$ cat src/sv/acpu_ram.sv
// Generic single-write, single-read RAM with registered read data.
module acpu_ram #(
    parameter int unsigned WIDTH = 16,
    parameter int unsigned DEPTH = 256
) (
    input  logic                     aclk,
    input  logic                     we,
    input  logic [$clog2(DEPTH)-1:0] waddr,
    input  logic [WIDTH-1:0]         wdata,
    input  logic                     re,
    input  logic [$clog2(DEPTH)-1:0] raddr,
    output logic [WIDTH-1:0]         rdata
);

    logic [WIDTH-1:0] mem [DEPTH];
    logic [WIDTH-1:0] rdata_reg;

    always_ff @(posedge aclk) begin
        if (we) begin
            mem[waddr] <= wdata;
        end
        if (re) begin
            rdata_reg <= mem[raddr];
        end
    end

    assign rdata = rdata_reg;

endmodule

$ cat config.mk
export PLATFORM = sky130hd
export DESIGN_NAME = acpu_ram
export DESIGN_NICKNAME = d
export VERILOG_FILES = /design/src/sv/acpu_ram.sv
export SDC_FILE = /design/constraint.sdc
export NUM_CORES = 2
export LEC_CHECK = 0
export BUFFER_PORTS_ARGS = -buffer_cell sky130_fd_sc_hd__buf_2
export CAP_MARGIN = 25
export CELL_PAD_IN_SITES_DETAIL_PLACEMENT = 0
export CELL_PAD_IN_SITES_GLOBAL_PLACEMENT = 1
export CORE_UTILIZATION = 50
export CTS_BUF_LIST = sky130_fd_sc_hd__clkbuf_8
export CTS_CLUSTER_SIZE = 8
export DETAILED_ROUTE_END_ITERATION = 12
export PLACE_DENSITY_LB_ADDON = 0.15
export SLEW_MARGIN = 0
export SYNTH_ARGS = -nofsm -noshare
export SYNTH_HDL_FRONTEND = slang
export SYNTH_SLANG_ARGS = --single-unit
$ cat constraint.sdc
create_clock -name aclk -period 6.6 [get_ports aclk]
set_input_delay 1.32 -clock aclk [delete_from_list [all_inputs] [get_ports aclk]]
set_output_delay 1.32 -clock aclk [all_outputs]
set_load 0.01 [all_outputs]
==> summary.txt <==
Global route
  • Vias in the first global route: 80100
  • Gr ovfl total: 0
  • Initial antenna violation count: 36
  • Largest net degree at the start of global routing: 189
  • First-pass GRT wire length: 615000 microns
  • GRT Util Overall: 27.5%

Drt
  • Drt via density: 6.31
  • 1st-iter DRT viols: 9947
  • Router iterations before antenna repair: 6
  • Final wirelength: 440000 microns
  • Drt wl/cell: 34.4 microns
  • Via count: 80500
  • DRT antenna net count: 0
  • DRC Markers: 0

Final layout
  • Synth-to-Final Area Change: 12.4%
  • Share of cells above drive strength 1: 26.9%
  • Largest register FFs: 4096
  • Final cell count without fillers: 12800
  • Final Util: 56.6%
  • # nets final: 8143

Floorplan
  • Die ar.: 0.320 sq mm
  • Die W: 566 microns
  • I/O pin cnt: 51
  • Area of the core: 0.315 sq mm
  • # rows: 206
  • Die H: 566 microns
  • Initial core utilization: 50.4%

Setup path
  • Worst reg2reg setup slack: 3190 ps
  • Critical path class: in -> reg
  • CP required: 7530 ps
  • Setup crit start kind: input pin
  • CP endpoint kind: flip-flop
  • CP Data Arrival Time: 5170 ps
  • Critical path peak fanout: 55

Logic synthesis
  • Syn_area_per_cell: 21.6 sq um
  • Unique cell type count in the Yosys netlist: 51
  • Post-synthesis sequential area ratio: 77.7%
  • #FFs+latches synth: 4112
  • Synthesized area: 0.159 sq mm
  • Total number of yosys warnings: 0
  • Async S/R FF share, synth: 0%
  • Top FF cell, synth: edfxtp_1
  • Cells after synthesis: 7360
  • Post-synth EDFFs: 4112
  • Syn nets: 7395

Clock tree
  • Root Buffer: clkbuf_8
  • H-tree levels: 6
  • Clock Sinks: 4112
  • Setup Fix Bufs, Post-CTS: 0
  • CTS Hold Bufs: 0
  • CTS resizes: 0
  • Clk pin slew, worst setup/hold paths: 60 ps
  • CTS Buffer Depth: 4
  • Worst-Skew Late Latency: 1230 ps
  • CTS tree: done
  • CTS buffer count: 666

Power and ir drop
  • Pwr Density: 286 mW/mm^2
  • LEAKAGE: 0.0575 uW
  • Worst VDD drop: 0.000220 V

Timing
  • Worst-Margin Slew: 1330 ps
  • Clk_skew: 49.1 ps
  • Final Cycle Share: 64.2%
  • Final TNS setup: 0 ps
  • Setup violations, final: 0
  • Final hold violation count: 0
  • Max-slew violations: 0
  • Post-layout min period: 4240 ps
  • RSZ-0062 raised after global routing: no
  • Worst slew margin: 11.2%
  • Setup ws final: 2360 ps
  • Achievable Freq: 0.236 GHz

Min path
  • Hold crit path type: in -> reg

Place
  • Dpl cells: 11600
  • Pre-CTS setup slack: 1100 ps
  • Final GP Congestion: 0.844
  • PortBufs: 50
  • HPWL after DPL: 260000 microns

Outcome
  • Status: completed

Flow run
  • Max Cap Violations: 0
==> synth_stat cells, types with 27 or more instances <==
cell type	count	area, sq um
edfxtp_1	4112	123000
mux4_2	797	17900
mux2i_1	565	5660
nor2_1	304	1140
o221ai_1	252	2210
clkbuf_1	230	863
a21oi_1	175	876
o22ai_1	148	926
nor3_1	92	460
mux2_2	88	991
buf_6	77	867
buf_2	76	380
a22oi_1	43	323
nand2_1	38	143
o21ai_0	37	185
nand3_1	35	175
a22o_1	32	280
a221oi_1	28	245
buf_1	27	101
==> metrics by stage <==
step | power [uW] | cell area [sq um] | hold slack, ps
after CTS | 51400 | 178000 | 460
after detailed placement | 32100 | 167000 | 1200
after global routing | 52600 | 178000 | 496
after global placement | 32100 | 166000 | 1200
after floorplan | 30800 | 159000 | 973
final | 51100 | 179000 | 542
==> layout by cell type (no fill, tap or decap), drive strengths merged, types with 3 or more instances in the layout <==
cell,netlist,routed
a31oi,6,6
nor3,92,92
edfxtp,4112,4112
and3,11,11
inv,4,288
or2,5,5
o21ai,38,38
nor2b,9,9
diode,0,25
nand4,26,26
nand2,38,38
nor2,304,304
a221oi,28,28
mux2i,565,565
mux2,88,88
nand2b,3,3
mux4,797,797
a22o,32,32
a211oi,18,18
o22ai,148,148
nor4,18,18
buf,222,530
clkbuf,230,675
a21oi,175,175
nand3,35,35
nand4b,3,3
o32ai,21,21
o31ai,16,16
a2111oi,6,6
o221ai,253,253
a22oi,43,43
clkinvlp,0,14
clkinv,0,167
==> worst max-delay path, stage by stage <==
cell and delay, ps:
buf_12 460, buf_12 310, buf_4 300, mux4_2 540, mux2_2 280, a22oi_1 380, nand2_1 250, o32ai_1 870
buf_4 250, nor4_1 50
==> cell type report <==
class                   instances  area (sq um)
flip-flops and latches       4112        123000
well taps                    4160          5200
inverters                       4          27.5
fillers                     23700        137000
diodes                         25          62.6
multi-input cells            2792         33100
clock buffers                 673          9260
clock inverters               466          2160
repair buffers                532          5230
==> power breakdown <==
part	leakage (uW)	total, uW	switching, uW	internal, uW
Combinational	0.0138	2730	1820	914
Clock	0.00673	19500	9940	9510
Sequential	0.0370	28900	44.7	28800
Total	0.0575	51100	11800	39300
==> cells by family (layout without fill, tap and decap cells) <==
family,Yosys count,after routing,synth area share [%]
simple gates,556,556,1.57
mux,1450,1450,15.5
buf+inv,456,1675,1.69
flops,4112,4112,77.7
other cells,0,25,0
compound gates,786,786,3.53
==> metal layers <==
layer  track usage (%)  vias to the layer above  part of all wire [%]
met3              5.21                      645                   8.1
met5                 0                        -                 0.025
met4              8.46                       14                   3.0
li1                  -                    32900                     -
met2              43.2                     3621                    48
met1              39.5                    43300                    41
==> path summary, 6_finish.rpt <==
kind,from,end,depth (start not counted)
setup / recovery,raddr[0],rdata[11]$_DFFE_PP_,10
hold / removal,wdata[5],mem[244][5]$_DFFE_PP_,1
setup reg to reg,mem[139][9]$_DFFE_PP_,rdata[9]$_DFFE_PP_,7
hold reg to reg,mem[220][1]$_DFFE_PP_,rdata[1]$_DFFE_PP_,5
(Power assumes the default switching activity.)
