$ cat src/sv/acpu_pkg.sv
// Shared types, field positions and codes of the accumulator CPU execute block.
package acpu_pkg;

    // Data memory geometry
    localparam int unsigned DATA_WORDS = 65536;
    localparam int unsigned ADDR_W     = $clog2(DATA_WORDS);

    localparam int unsigned WORD_W     = 16;
    localparam int unsigned QUEUE_DEPTH = 2;

    // Instruction bit positions
    localparam int unsigned BIT_ALU   = 15;
    localparam int unsigned BIT_DUMP  = 14;
    localparam int unsigned BIT_CHAR  = 13;
    localparam int unsigned BIT_MEM   = 12;
    localparam int unsigned BIT_ARITH = 10;
    localparam int unsigned BIT_P0    = 9;
    localparam int unsigned BIT_P1    = 8;
    localparam int unsigned BIT_ZERO  = 7;
    localparam int unsigned BIT_SWAP  = 6;
    localparam int unsigned BIT_TO_A  = 5;
    localparam int unsigned BIT_TO_D  = 4;
    localparam int unsigned BIT_TO_M  = 3;
    localparam int unsigned BIT_JLT   = 2;
    localparam int unsigned BIT_JEQ   = 1;
    localparam int unsigned BIT_JGT   = 0;

    localparam logic [WORD_W-1:0] CHAR_LIMIT = 16'd128;

    // Instruction classes
    localparam logic [1:0] OP_LOAD = 2'd0;
    localparam logic [1:0] OP_DUMP = 2'd1;
    localparam logic [1:0] OP_ALU  = 2'd2;

    // Dump kinds
    localparam logic [1:0] DUMP_NONE = 2'd0;
    localparam logic [1:0] DUMP_NUM  = 2'd1;
    localparam logic [1:0] DUMP_CHAR = 2'd2;

    typedef struct packed {
        logic [1:0]        kind;
        logic [WORD_W-1:0] word;
    } op_t;

    typedef struct packed {
        logic              en;
        logic [ADDR_W-1:0] addr;
        logic [WORD_W-1:0] data;
    } mem_wr_t;

    typedef struct packed {
        logic [WORD_W-1:0] result_value;
        logic [WORD_W-1:0] next_pc;
        logic              jump_taken;
        logic [1:0]        dump_kind;
        logic [WORD_W-1:0] dump_value;
    } result_t;

endpackage

$ cat src/sv/acpu_queue.sv
// Short FIFO of decoded instructions between front and back end.
module acpu_queue import acpu_pkg::*; (
    input  logic aclk,
    input  logic aresetn,
    input  logic push,
    input  op_t  push_op,
    input  logic pop,
    output op_t  head_op,
    output logic empty,
    output logic full
);

    localparam int unsigned PTR_W = (QUEUE_DEPTH > 1) ? $clog2(QUEUE_DEPTH) : 1;
    localparam int unsigned CNT_W = $clog2(QUEUE_DEPTH + 1);

    op_t              slot_reg [QUEUE_DEPTH];
    logic [PTR_W-1:0] wr_ptr_reg, wr_ptr_next;
    logic [PTR_W-1:0] rd_ptr_reg, rd_ptr_next;
    logic [CNT_W-1:0] count_reg,  count_next;

    assign empty   = (count_reg == '0);
    assign full    = (count_reg == CNT_W'(QUEUE_DEPTH));
    assign head_op = slot_reg[rd_ptr_reg];

    always_comb begin
        wr_ptr_next = wr_ptr_reg;
        rd_ptr_next = rd_ptr_reg;
        count_next  = count_reg;
        if (push) begin
            wr_ptr_next = (wr_ptr_reg == PTR_W'(QUEUE_DEPTH - 1)) ? '0 : wr_ptr_reg + 1'b1;
        end
        if (pop) begin
            rd_ptr_next = (rd_ptr_reg == PTR_W'(QUEUE_DEPTH - 1)) ? '0 : rd_ptr_reg + 1'b1;
        end
        if (push && !pop) begin
            count_next = count_reg + 1'b1;
        end else if (pop && !push) begin
            count_next = count_reg - 1'b1;
        end
    end

    always_ff @(posedge aclk) begin
        if (!aresetn) begin
            wr_ptr_reg <= '0;
            rd_ptr_reg <= '0;
            count_reg  <= '0;
        end else begin
            wr_ptr_reg <= wr_ptr_next;
            rd_ptr_reg <= rd_ptr_next;
            count_reg  <= count_next;
        end
    end

    always_ff @(posedge aclk) begin
        if (push) begin
            slot_reg[wr_ptr_reg] <= push_op;
        end
    end

endmodule

$ cat config.mk
export PLATFORM = sky130hd
export DESIGN_NAME = acpu_queue
export DESIGN_NICKNAME = d
export VERILOG_FILES = /design/src/sv/acpu_pkg.sv /design/src/sv/acpu_queue.sv
export SDC_FILE = /design/constraint.sdc
export NUM_CORES = 1
export LEC_CHECK = 0
export ABC_AREA = 1
export CAP_MARGIN = 20
export CORE_ASPECT_RATIO = 0.7
export CORE_UTILIZATION = 55
export DETAILED_ROUTE_END_ITERATION = 8
export DONT_BUFFER_PORTS = 1
export PLACE_DENSITY = 0.8
export SYNTH_ARGS = -nofsm -noshare
export SYNTH_HDL_FRONTEND = slang
export SYNTH_SLANG_ARGS = --single-unit
$ cat constraint.sdc
create_clock -name aclk -period 1.85 [get_ports aclk]
set_input_delay 0.37 -clock aclk [delete_from_list [all_inputs] [get_ports aclk]]
set_output_delay 0.37 -clock aclk [all_outputs]
set_load 0.02 [all_outputs]
==> impl_metrics.tcl <==
set metrics [dict create \
    finalSetupTns_ns 0 \
    globalRoute.totalOverflow 0 \
    synth_area_um2 1580 \
    grt_max_degree 19 \
    p_comb_frac 0.106 \
    slew_headroom 0.746 \
    r2r_slack_ns 0.76 \
    yosysWarnings 0 \
    setup_viol 0 \
    cts_resized 0 \
    clockBufferDepth 2 \
    final_cell_mix "36 x edfxtp_1, 10 x mux2_4" \
    synth_seq_area_share 0.747 \
    cts.clk_slew.worst_paths_ns 0.07 \
    status "complete, no violations" \
    dr.pass1.iters 4 \
    hold_path_class "input pin to flip-flop" \
    worst_setup_path_start_kind "flip-flop" \
    hp-start "push_op[7]" \
    hold_depth 0 \
    final_common_cell "edfxtp_1" \
    min_period_ns 1.60 \
    num-fill-cells 178 \
    yosys_register_bits 41 \
    numPortBuffers 0 \
    clockRootBuffer "clkbuf_8" \
    die_w_um 66.1 \
    rows 15 \
    grt_antenna_before_repair 0 \
    final_util 0.660 \
    layout-drive-gt1-share 0.270 \
    layout.nets 122 \
    power.internal_w 0.00140 \
    finalNonFillerCells 134 \
    fp.coreArea_um2 2590 \
    grt_use_met1 0.133 \
    maxCapViolations 0 \
    hold_buffers 0 \
    die_y_um 46.8 \
    syn2layout_area_growth_pct 8.16 \
    crit_family "multiplexers" \
    cts_made_buffers 5 \
    place_hpwl_um 1540 \
    r2r_end "slot_reg[1][13]" \
    cp.required_ns 1.48 \
    r2r_start "wr_ptr_reg" \
    hold_viol 0 \
    clkSinkCount 41 \
    tightest_slew_ns 0.380 \
    dr.first_iter.drc_count 10 \
    grt_pass1_wl_um 3130 \
    endpoint_kind "primary output" \
    seqPwrFrac 0.601 \
    avgSynthCellArea_um2 17.4 \
    powerDensity_nw_per_um2 1050 \
    dp_cells 126 \
    slew_viol_final 0 \
    clock_skew_ns 0.00698 \
    global_route.usage.met3 0.0777 \
    path_class "flip-flop to primary output" \
    syn-num-nets 114 \
    grt_busiest_layer "met2" \
    grtUsageTotal 0.155 \
    start_util 0.610 \
    crit_buf_inv 1 \
    htreeDepth 2 \
    grt_use_met2 0.294 \
    place_congestion 0.650 \
    postCtsSetupBuffers 0 \
    antenna_left 0 \
    clock_latency_ns 0.28 \
    via_per_inst 5.25 \
    io_pins 42 \
    p_sw_frac 0.220 \
    cpPeakStageDelay_ns 0.41 \
    via_count 704 \
    antenna_cells 0 \
    rsz0062_at_grt "no" \
    wl_per_cell_um 16.3 \
    cellLeakagePower_nw 0.636 \
    power.switching_w 0.000396 \
    cts_tree "yes" \
    hold_end "slot_reg[1][7]" \
    worstPathMaxFanout 18 \
    ir_worst_vdd_v 0.000663 \
    crit_arrival_ns 1.23 \
    ys_types 14 \
    dieArea_um2 3090 \
    fin_crit_sh 0.867 \
    drc 0 \
    wirelength_um 2180 \
    path_cells "buf_12 > mux2_2" \
    slowest_stage "mux2_2" \
    grt_pass1_vias 743 \
    syn_inst 91 \
    largest_reg_flops 36 \
    fmax_mhz 624 \
    clockPowerShare 0.293 \
    r2r_cells 3 \
]
[layout make-up]
cell class                      instances  area, um^2  area share
Tap cell                               34        42.5      0.0249
Inverter                                8        30.0      0.0176
Sequential cell                        41        1180       0.691
Clock buffer                            8        80.1      0.0469
Timing Repair Buffer                    3        35.0      0.0205
Multi-Input combinational cell         40         340       0.199
[kinds of logic (layout without fill, tap and decap cells)]
logic type | after synthesis | count (layout) | synth area share
flops | 41 | 41 | 0.747
simple gates | 19 | 19 | 0.0475
mux | 18 | 18 | 0.152
buf+inv | 10 | 19 | 0.0388
compound gates | 2 | 2 | 0.00633
fa+ha+maj | 1 | 1 | 0.00792
[how the worst max path moves through the flow]
stage | slack [ns] | start | depth (start not counted) | to
finish | 0.25 | flip-flop | 2 | head_op[9]
floorplan | 0.28 | push | 2 | slot_reg[0][0]
global route | 0.22 | flip-flop | 2 | head_op[9]
detailed placement | 0.55 | flip-flop | 2 | head_op[9]
CTS | 0.23 | flip-flop | 2 | head_op[9]
global placement | 0.55 | flip-flop | 2 | head_op[9]
[routing by layer]
layer,vias up,wire [um]
met5,-,0
met4,0,19
met3,2,210
met2,28,1190
met1,331,761
li1,343,-
[cell usage after synthesis]
library cell   n  area (um^2)
mux2_2         8         90.1
a21oi_1        1         5.00
nand2_1        8         30.0
ha_1           1         12.5
dfxtp_1        5          100
nor2_1         9         33.8
inv_1          8         30.0
mux2_4        10          150
nand4_1        1         6.26
buf_6          1         11.3
o21ai_0        1         5.00
edfxtp_1      36         1080
buf_12         1         20.0
nand3_1        1         5.00
[metrics by stage]
step           cell area [um^2]  total power (W)  setup slack [ns]  hold WS (ns)
3_5_place_dp               1630          0.00130             0.548         0.469
6_report                   1710          0.00180             0.247         0.182
3_3_place_gp               1630          0.00129             0.554         0.469
5_1_grt                    1710          0.00186             0.220         0.167
2_1_floorplan              1580          0.00127             0.282         0.463
4_1_cts                    1710          0.00182             0.231         0.170
[power by group through the flow]
stage	Clock (W)	Sequential (W)	Combinational [W]
floorplan	0	0.00110	0.000174
global placement	0	0.00110	0.000190
detailed placement	0	0.00110	0.000195
CTS	0.000545	0.00108	0.000195
global route	0.000570	0.00109	0.000208
finish	0.000528	0.00108	0.000191
Note: power is estimated with default switching activity, not from simulation.
