## src/sv/acpu_pkg.sv

```systemverilog
// Shared types, field positions and codes of the accumulator CPU execute block.
package acpu_pkg;

    // Data memory geometry
    localparam int unsigned DATA_WORDS = 65536;
    localparam int unsigned ADDR_W     = $clog2(DATA_WORDS);

    localparam int unsigned WORD_W     = 16;
    localparam int unsigned QUEUE_DEPTH = 2;

    // Instruction bit positions
    localparam int unsigned BIT_ALU   = 15;
    localparam int unsigned BIT_DUMP  = 14;
    localparam int unsigned BIT_CHAR  = 13;
    localparam int unsigned BIT_MEM   = 12;
    localparam int unsigned BIT_ARITH = 10;
    localparam int unsigned BIT_P0    = 9;
    localparam int unsigned BIT_P1    = 8;
    localparam int unsigned BIT_ZERO  = 7;
    localparam int unsigned BIT_SWAP  = 6;
    localparam int unsigned BIT_TO_A  = 5;
    localparam int unsigned BIT_TO_D  = 4;
    localparam int unsigned BIT_TO_M  = 3;
    localparam int unsigned BIT_JLT   = 2;
    localparam int unsigned BIT_JEQ   = 1;
    localparam int unsigned BIT_JGT   = 0;

    localparam logic [WORD_W-1:0] CHAR_LIMIT = 16'd128;

    // Instruction classes
    localparam logic [1:0] OP_LOAD = 2'd0;
    localparam logic [1:0] OP_DUMP = 2'd1;
    localparam logic [1:0] OP_ALU  = 2'd2;

    // Dump kinds
    localparam logic [1:0] DUMP_NONE = 2'd0;
    localparam logic [1:0] DUMP_NUM  = 2'd1;
    localparam logic [1:0] DUMP_CHAR = 2'd2;

    typedef struct packed {
        logic [1:0]        kind;
        logic [WORD_W-1:0] word;
    } op_t;

    typedef struct packed {
        logic              en;
        logic [ADDR_W-1:0] addr;
        logic [WORD_W-1:0] data;
    } mem_wr_t;

    typedef struct packed {
        logic [WORD_W-1:0] result_value;
        logic [WORD_W-1:0] next_pc;
        logic              jump_taken;
        logic [1:0]        dump_kind;
        logic [WORD_W-1:0] dump_value;
    } result_t;

endpackage

```

## src/sv/acpu_back.sv

```systemverilog
// Back end: operand fetch, ALU execute, register/memory update, result register.
module acpu_back import acpu_pkg::*; (
    input  logic              aclk,
    input  logic              aresetn,
    input  logic              queue_empty,
    input  op_t               head_op,
    output logic              pop,
    output logic              rd_en,
    output logic [ADDR_W-1:0] rd_addr,
    input  logic [WORD_W-1:0] rd_data,
    output mem_wr_t           mem_wr,
    output logic              m_tvalid,
    input  logic              m_tready,
    output result_t           m_result
);

    logic              stage_valid_reg, stage_valid_next;
    op_t               stage_op_reg;
    logic [WORD_W-1:0] a_reg, a_next;
    logic [WORD_W-1:0] d_reg, d_next;
    logic [WORD_W-1:0] r_reg, r_next;
    logic [WORD_W-1:0] pc_reg, pc_next;
    logic              out_valid_reg, out_valid_next;
    result_t           out_reg, out_next;
    logic              exec;

    assign pop     = !stage_valid_reg && !queue_empty;
    assign rd_en   = pop;
    assign rd_addr = a_reg[ADDR_W-1:0];
    assign exec    = stage_valid_reg && (!out_valid_reg || m_tready);

    assign m_tvalid = out_valid_reg;
    assign m_result = out_reg;

    always_comb begin
        logic [WORD_W-1:0] w;
        logic [WORD_W-1:0] v1, v2, tmp, res;
        logic              jump;

        w      = stage_op_reg.word;
        v1     = d_reg;
        v2     = w[BIT_MEM] ? rd_data : a_reg;
        tmp    = '0;
        res    = '0;
        jump   = 1'b0;
        a_next = a_reg;
        d_next = d_reg;
        r_next = r_reg;
        pc_next = pc_reg;
        mem_wr  = '0;
        out_next = out_reg;
        out_valid_next = out_valid_reg && !m_tready;
        stage_valid_next = stage_valid_reg;

        if (w[BIT_SWAP]) begin
            tmp = v1;
            v1  = v2;
            v2  = tmp;
        end
        if (w[BIT_ZERO]) begin
            v1 = '0;
        end
        if (w[BIT_ARITH]) begin
            if (w[BIT_P0]) begin
                v2 = WORD_W'(1);
            end
            res = w[BIT_P1] ? v1 - v2 : v1 + v2;
        end else begin
            case ({w[BIT_P0], w[BIT_P1]})
                2'b11:   res = ~v1;
                2'b01:   res = v1 ^ v2;
                2'b10:   res = v1 | v2;
                default: res = v1 & v2;
            endcase
        end

        if (pop) begin
            stage_valid_next = 1'b1;
        end

        if (exec) begin
            stage_valid_next = 1'b0;
            out_valid_next   = 1'b1;
            out_next.dump_kind  = DUMP_NONE;
            out_next.dump_value = '0;
            unique case (stage_op_reg.kind)
                OP_LOAD: begin
                    a_next = w;
                end
                OP_DUMP: begin
                    out_next.dump_value = a_reg;
                    out_next.dump_kind  = (w[BIT_CHAR] && a_reg < CHAR_LIMIT) ?
                                          DUMP_CHAR : DUMP_NUM;
                end
                OP_ALU: begin
                    if (w[BIT_TO_A]) begin
                        a_next = res;
                    end
                    if (w[BIT_TO_D]) begin
                        d_next = res;
                    end
                    mem_wr.en   = w[BIT_TO_M];
                    mem_wr.addr = a_next[ADDR_W-1:0];
                    mem_wr.data = res;
                    r_next = res;
                    jump = (w[BIT_JEQ] && res == '0) ||
                           (w[BIT_JLT] && res[WORD_W-1]) ||
                           (w[BIT_JGT] && !res[WORD_W-1] && res != '0);
                end
                default: begin
                end
            endcase
            pc_next = jump ? a_next : pc_reg + 1'b1;
            out_next.result_value = r_next;
            out_next.next_pc      = pc_next;
            out_next.jump_taken   = jump;
        end
    end

    always_ff @(posedge aclk) begin
        if (!aresetn) begin
            stage_valid_reg <= 1'b0;
            out_valid_reg   <= 1'b0;
            a_reg  <= '0;
            d_reg  <= '0;
            r_reg  <= '0;
            pc_reg <= '0;
        end else begin
            stage_valid_reg <= stage_valid_next;
            out_valid_reg   <= out_valid_next;
            a_reg  <= a_next;
            d_reg  <= d_next;
            r_reg  <= r_next;
            pc_reg <= pc_next;
        end
    end

    always_ff @(posedge aclk) begin
        if (pop) begin
            stage_op_reg <= head_op;
        end
        out_reg <= out_next;
    end

endmodule

```

## config.mk

```make
export PLATFORM = sky130hd
export DESIGN_NAME = acpu_back
export DESIGN_NICKNAME = d
export VERILOG_FILES = /design/src/sv/acpu_pkg.sv /design/src/sv/acpu_back.sv
export SDC_FILE = /design/constraint.sdc
export NUM_CORES = 1
export LEC_CHECK = 0
export BUFFER_PORTS_ARGS = -buffer_cell sky130_fd_sc_hd__buf_2
export CAP_MARGIN = 40
export CORE_ASPECT_RATIO = 1.4
export CORE_UTILIZATION = 56
export DETAILED_ROUTE_END_ITERATION = 16
export PLACE_DENSITY = 0.79
export SETUP_SLACK_MARGIN = 0.05
export SYNTH_ARGS = -nofsm -noshare
export SYNTH_HDL_FRONTEND = slang
export SYNTH_SLANG_ARGS = --single-unit
```

## constraint.sdc

```tcl
create_clock -name aclk -period 16.7 [get_ports aclk]
set_input_delay 2.505 -clock aclk [delete_from_list [all_inputs] [get_ports aclk]]
set_output_delay 2.505 -clock aclk [all_outputs]
set_load 0.05 [all_outputs]
```

==> summary.md <==
| Metric | Value |
|---|---|
| Post-synth top area share | 22.6% |
| Worst slack, placed | 6920 ps |
| Tot Pwr | 1.05 mW |
| GRT Util Overall | 35.3% |
| Root Buffer | clkbuf_16 |
| IO Port Bufs | 140 |
| Largest net degree at the start of global routing | 79 |
| Worst endpoint data arrival time | 7360 ps |
| First-pass GRT wire length | 44700 µm |
| Final min period | 9870 ps |
| Fmax | 101 MHz |
| Starting density of the core | 56.9% |
| CTS Sinks | 135 |
| Ys async rst share | 0% |
| RSZ-0062 raised after global routing | no |
| Worst Path Required | 14200 ps |
| Post-DR vias/cell | 6.27 |
| Core box area | 16100 µm² |
| Post-DP Area | 9980 µm² |
| Critical path startpoint category | primary input |
| Syn_area_per_cell | 8.41 µm² |
| Distinct cells, synth | 77 |
| GP Congestion | 0.926 |
| Most frequent cells in the layout | nor2_1, buf_2, nand2_1, a21oi_1 |
| Share of cells above drive strength 1 | 19.1% |
| Sequential share of the synthesized area | 37.0% |
| Synthesized flop and latch total | 135 |
| HP Class | flop to flop |
| Vias in the first global route | 8487 |
| H-Tree Depth | 4 |
| Final setup fails | 0 |
| Status | completed |
| DRT iter0 DRCs | 798 |
| Post-synth top area cell | edfxtp_1 |
| Final Cell Area | 10600 µm² |
| LEAKAGE | 4.61 nW |
| Cells after DPL | 1377 |
| Commonest non-fill, non-tap cell in the layout | nor2_1 |
| Die width | 110 µm |
| Post-synth EDFFs | 69 |
| Skew-Pair Late Insertion Delay | 430 ps |
| Area of the die | 16900 µm² |
| Ports | 141 |
| Mapped Area | 9170 µm² |
| Largest cells by area after synthesis | edfxtp_1, dfxtp_1, ha_1 |
| Std-Cell Rows | 55 |
| Layout area overhead | 15.2% |
| Clk slew on worst S/H paths | 60 ps |
| Number of gates resized after CTS | 0 |
| Antenna Cells | 0 |
| Antenna Nets Post-Route | 0 |
| NumNets Final | 1285 |
| Die height | 153 µm |
| Final Skew | 19.1 ps |
| Final HPWL DP | 20100 µm |
| WL/cell | 20.3 µm |
| Slew Viols, Final | 0 |
| Final Hold Vio Count | 0 |
| Setup TNS | 0 ps |
| Non-Filler Instances | 1410 |
| Synth warnings | 0 |
| Setup CP Type | primary input to output port |
| Hold Buf Count CTS | 0 |
| DR pass1 iterations | 6 |
| Slew HR | 33.2% |
| Total of max-cap violations | 0 |
| Critical Path Sink Type | output port |
| Worst-Margin Slew | 989 ps |
| GRT overflow | 0 |
| TritonCTS clock tree | done |
| Residual DRC | 0 |
| Primary FF master, synth | edfxtp_1 |
| Initial antenna violation count | 0 |
| Total length of routed wires | 28700 µm |
| Min setup slack post-route | 6830 ps |
| PD cells | 99.7 nW/µm² |
| CP max FO | 8 |
| Clk buf depth | 2 |
| Fin crit share | 59.1% |
| VDD IR max | 0.0000718 V |
| Total CTS buffers | 17 |
| Syn Nets | 1177 |
| Post-CTS Setup Inserts | 0 |
| Total number of vias | 8844 |
| Mapped Cells | 1090 |
| Max reg flops | 51 |
-- path summary, 6_finish.rpt --
kind	startpoint	to	slack, ps	depth (start not counted)
setup / recovery	rd_data[1]	mem_wr[31]	6830	21
hold / removal	r_reg[6]	r_reg[6]	460	2
setup reg to reg	stage_op_reg[6]	pc_reg[1]	9500	22
hold reg to reg	r_reg[6]	r_reg[6]	460	2
-- through the flow --
stage	util, %	hold slack, ps
after global placement	61.5	443
after floorplan	-	437
after CTS	65.5	459
after detailed placement	62.0	451
final	65.6	458
after global routing	65.6	493
-- power breakdown --
| part | internal [mW] | switching, mW |
|---|---|---|
| clock | 0.222 | 0.153 |
| sequential | 0.370 | 0.0187 |
| combinational | 0.0907 | 0.199 |
-- worst max-delay path: stages --
cell	delay (ps)
buf_2	100
mux2_4	260
mux2i_1	350
inv_2	120
nor4_4	360
and2b_1	230
nor2b_1	180
nor2_1	90
xnor2_1	230
ha_1	350
a21oi_1	170
o21ai_1	170
or3_1	380
o221a_2	260
o41a_1	330
o21a_1	140
o31ai_4	570
nor2_1	80
a21oi_1	140
nor2_1	70
buf_2	260
-- cell type report --
| cell class | count | area, µm² |
|---|---|---|
| clock buffer | 19 | 433 |
| tap | 199 | 249 |
| sequential | 135 | 3390 |
| fill | 1367 | 5540 |
| clock inverter | 13 | 145 |
| inverter | 48 | 180 |
| timing repair buffer | 163 | 896 |
| multi-input combinational | 833 | 5270 |
-- cell families (layout without fill, tap and decap cells) --
family	Yosys count	in the layout	share of synthesized area [%]
AOI/OAI and AO/OA	304	304	21.8
xor gates and xnor gates	26	26	2.48
adders and majority gates	49	49	6.77
buffers and inverters	122	243	5.58
DFF	135	135	37.0
muxes	40	40	5.23
and+or+nand+nor	414	414	21.2
-- Yosys cell counts, types with 8 or more instances --
library cell,n
ha_1,48
nor2_1,151
nand2b_1,8
buf_2,10
xnor2_1,21
or3_1,8
o221ai_1,10
o22a_1,16
inv_1,42
nand4b_1,12
o21ai_0,70
clkbuf_1,50
dfxtp_1,66
o21a_1,10
and2_1,19
nor2b_1,9
nand2_1,126
a311o_1,9
and3_1,17
edfxtp_1,69
a211oi_1,22
a21oi_1,96
nand3_1,18
mux2i_1,21
nor3_1,19
a21o_1,10
buf_1,8
-- per-layer routing --
layer  vias to the layer above  routed length [µm]  global-route usage [%]  part of all wire [%]
met5                         -                   0                    2.17                     0
met4                         0                2120                    23.4                   7.4
met3                       138                2190                    6.40                   7.6
met1                      4155               10200                    40.3                    35
met2                       419               14200                    59.0                    50
li1                       4132                   -                       -                     -
Note: power is estimated with default switching activity, not from simulation.
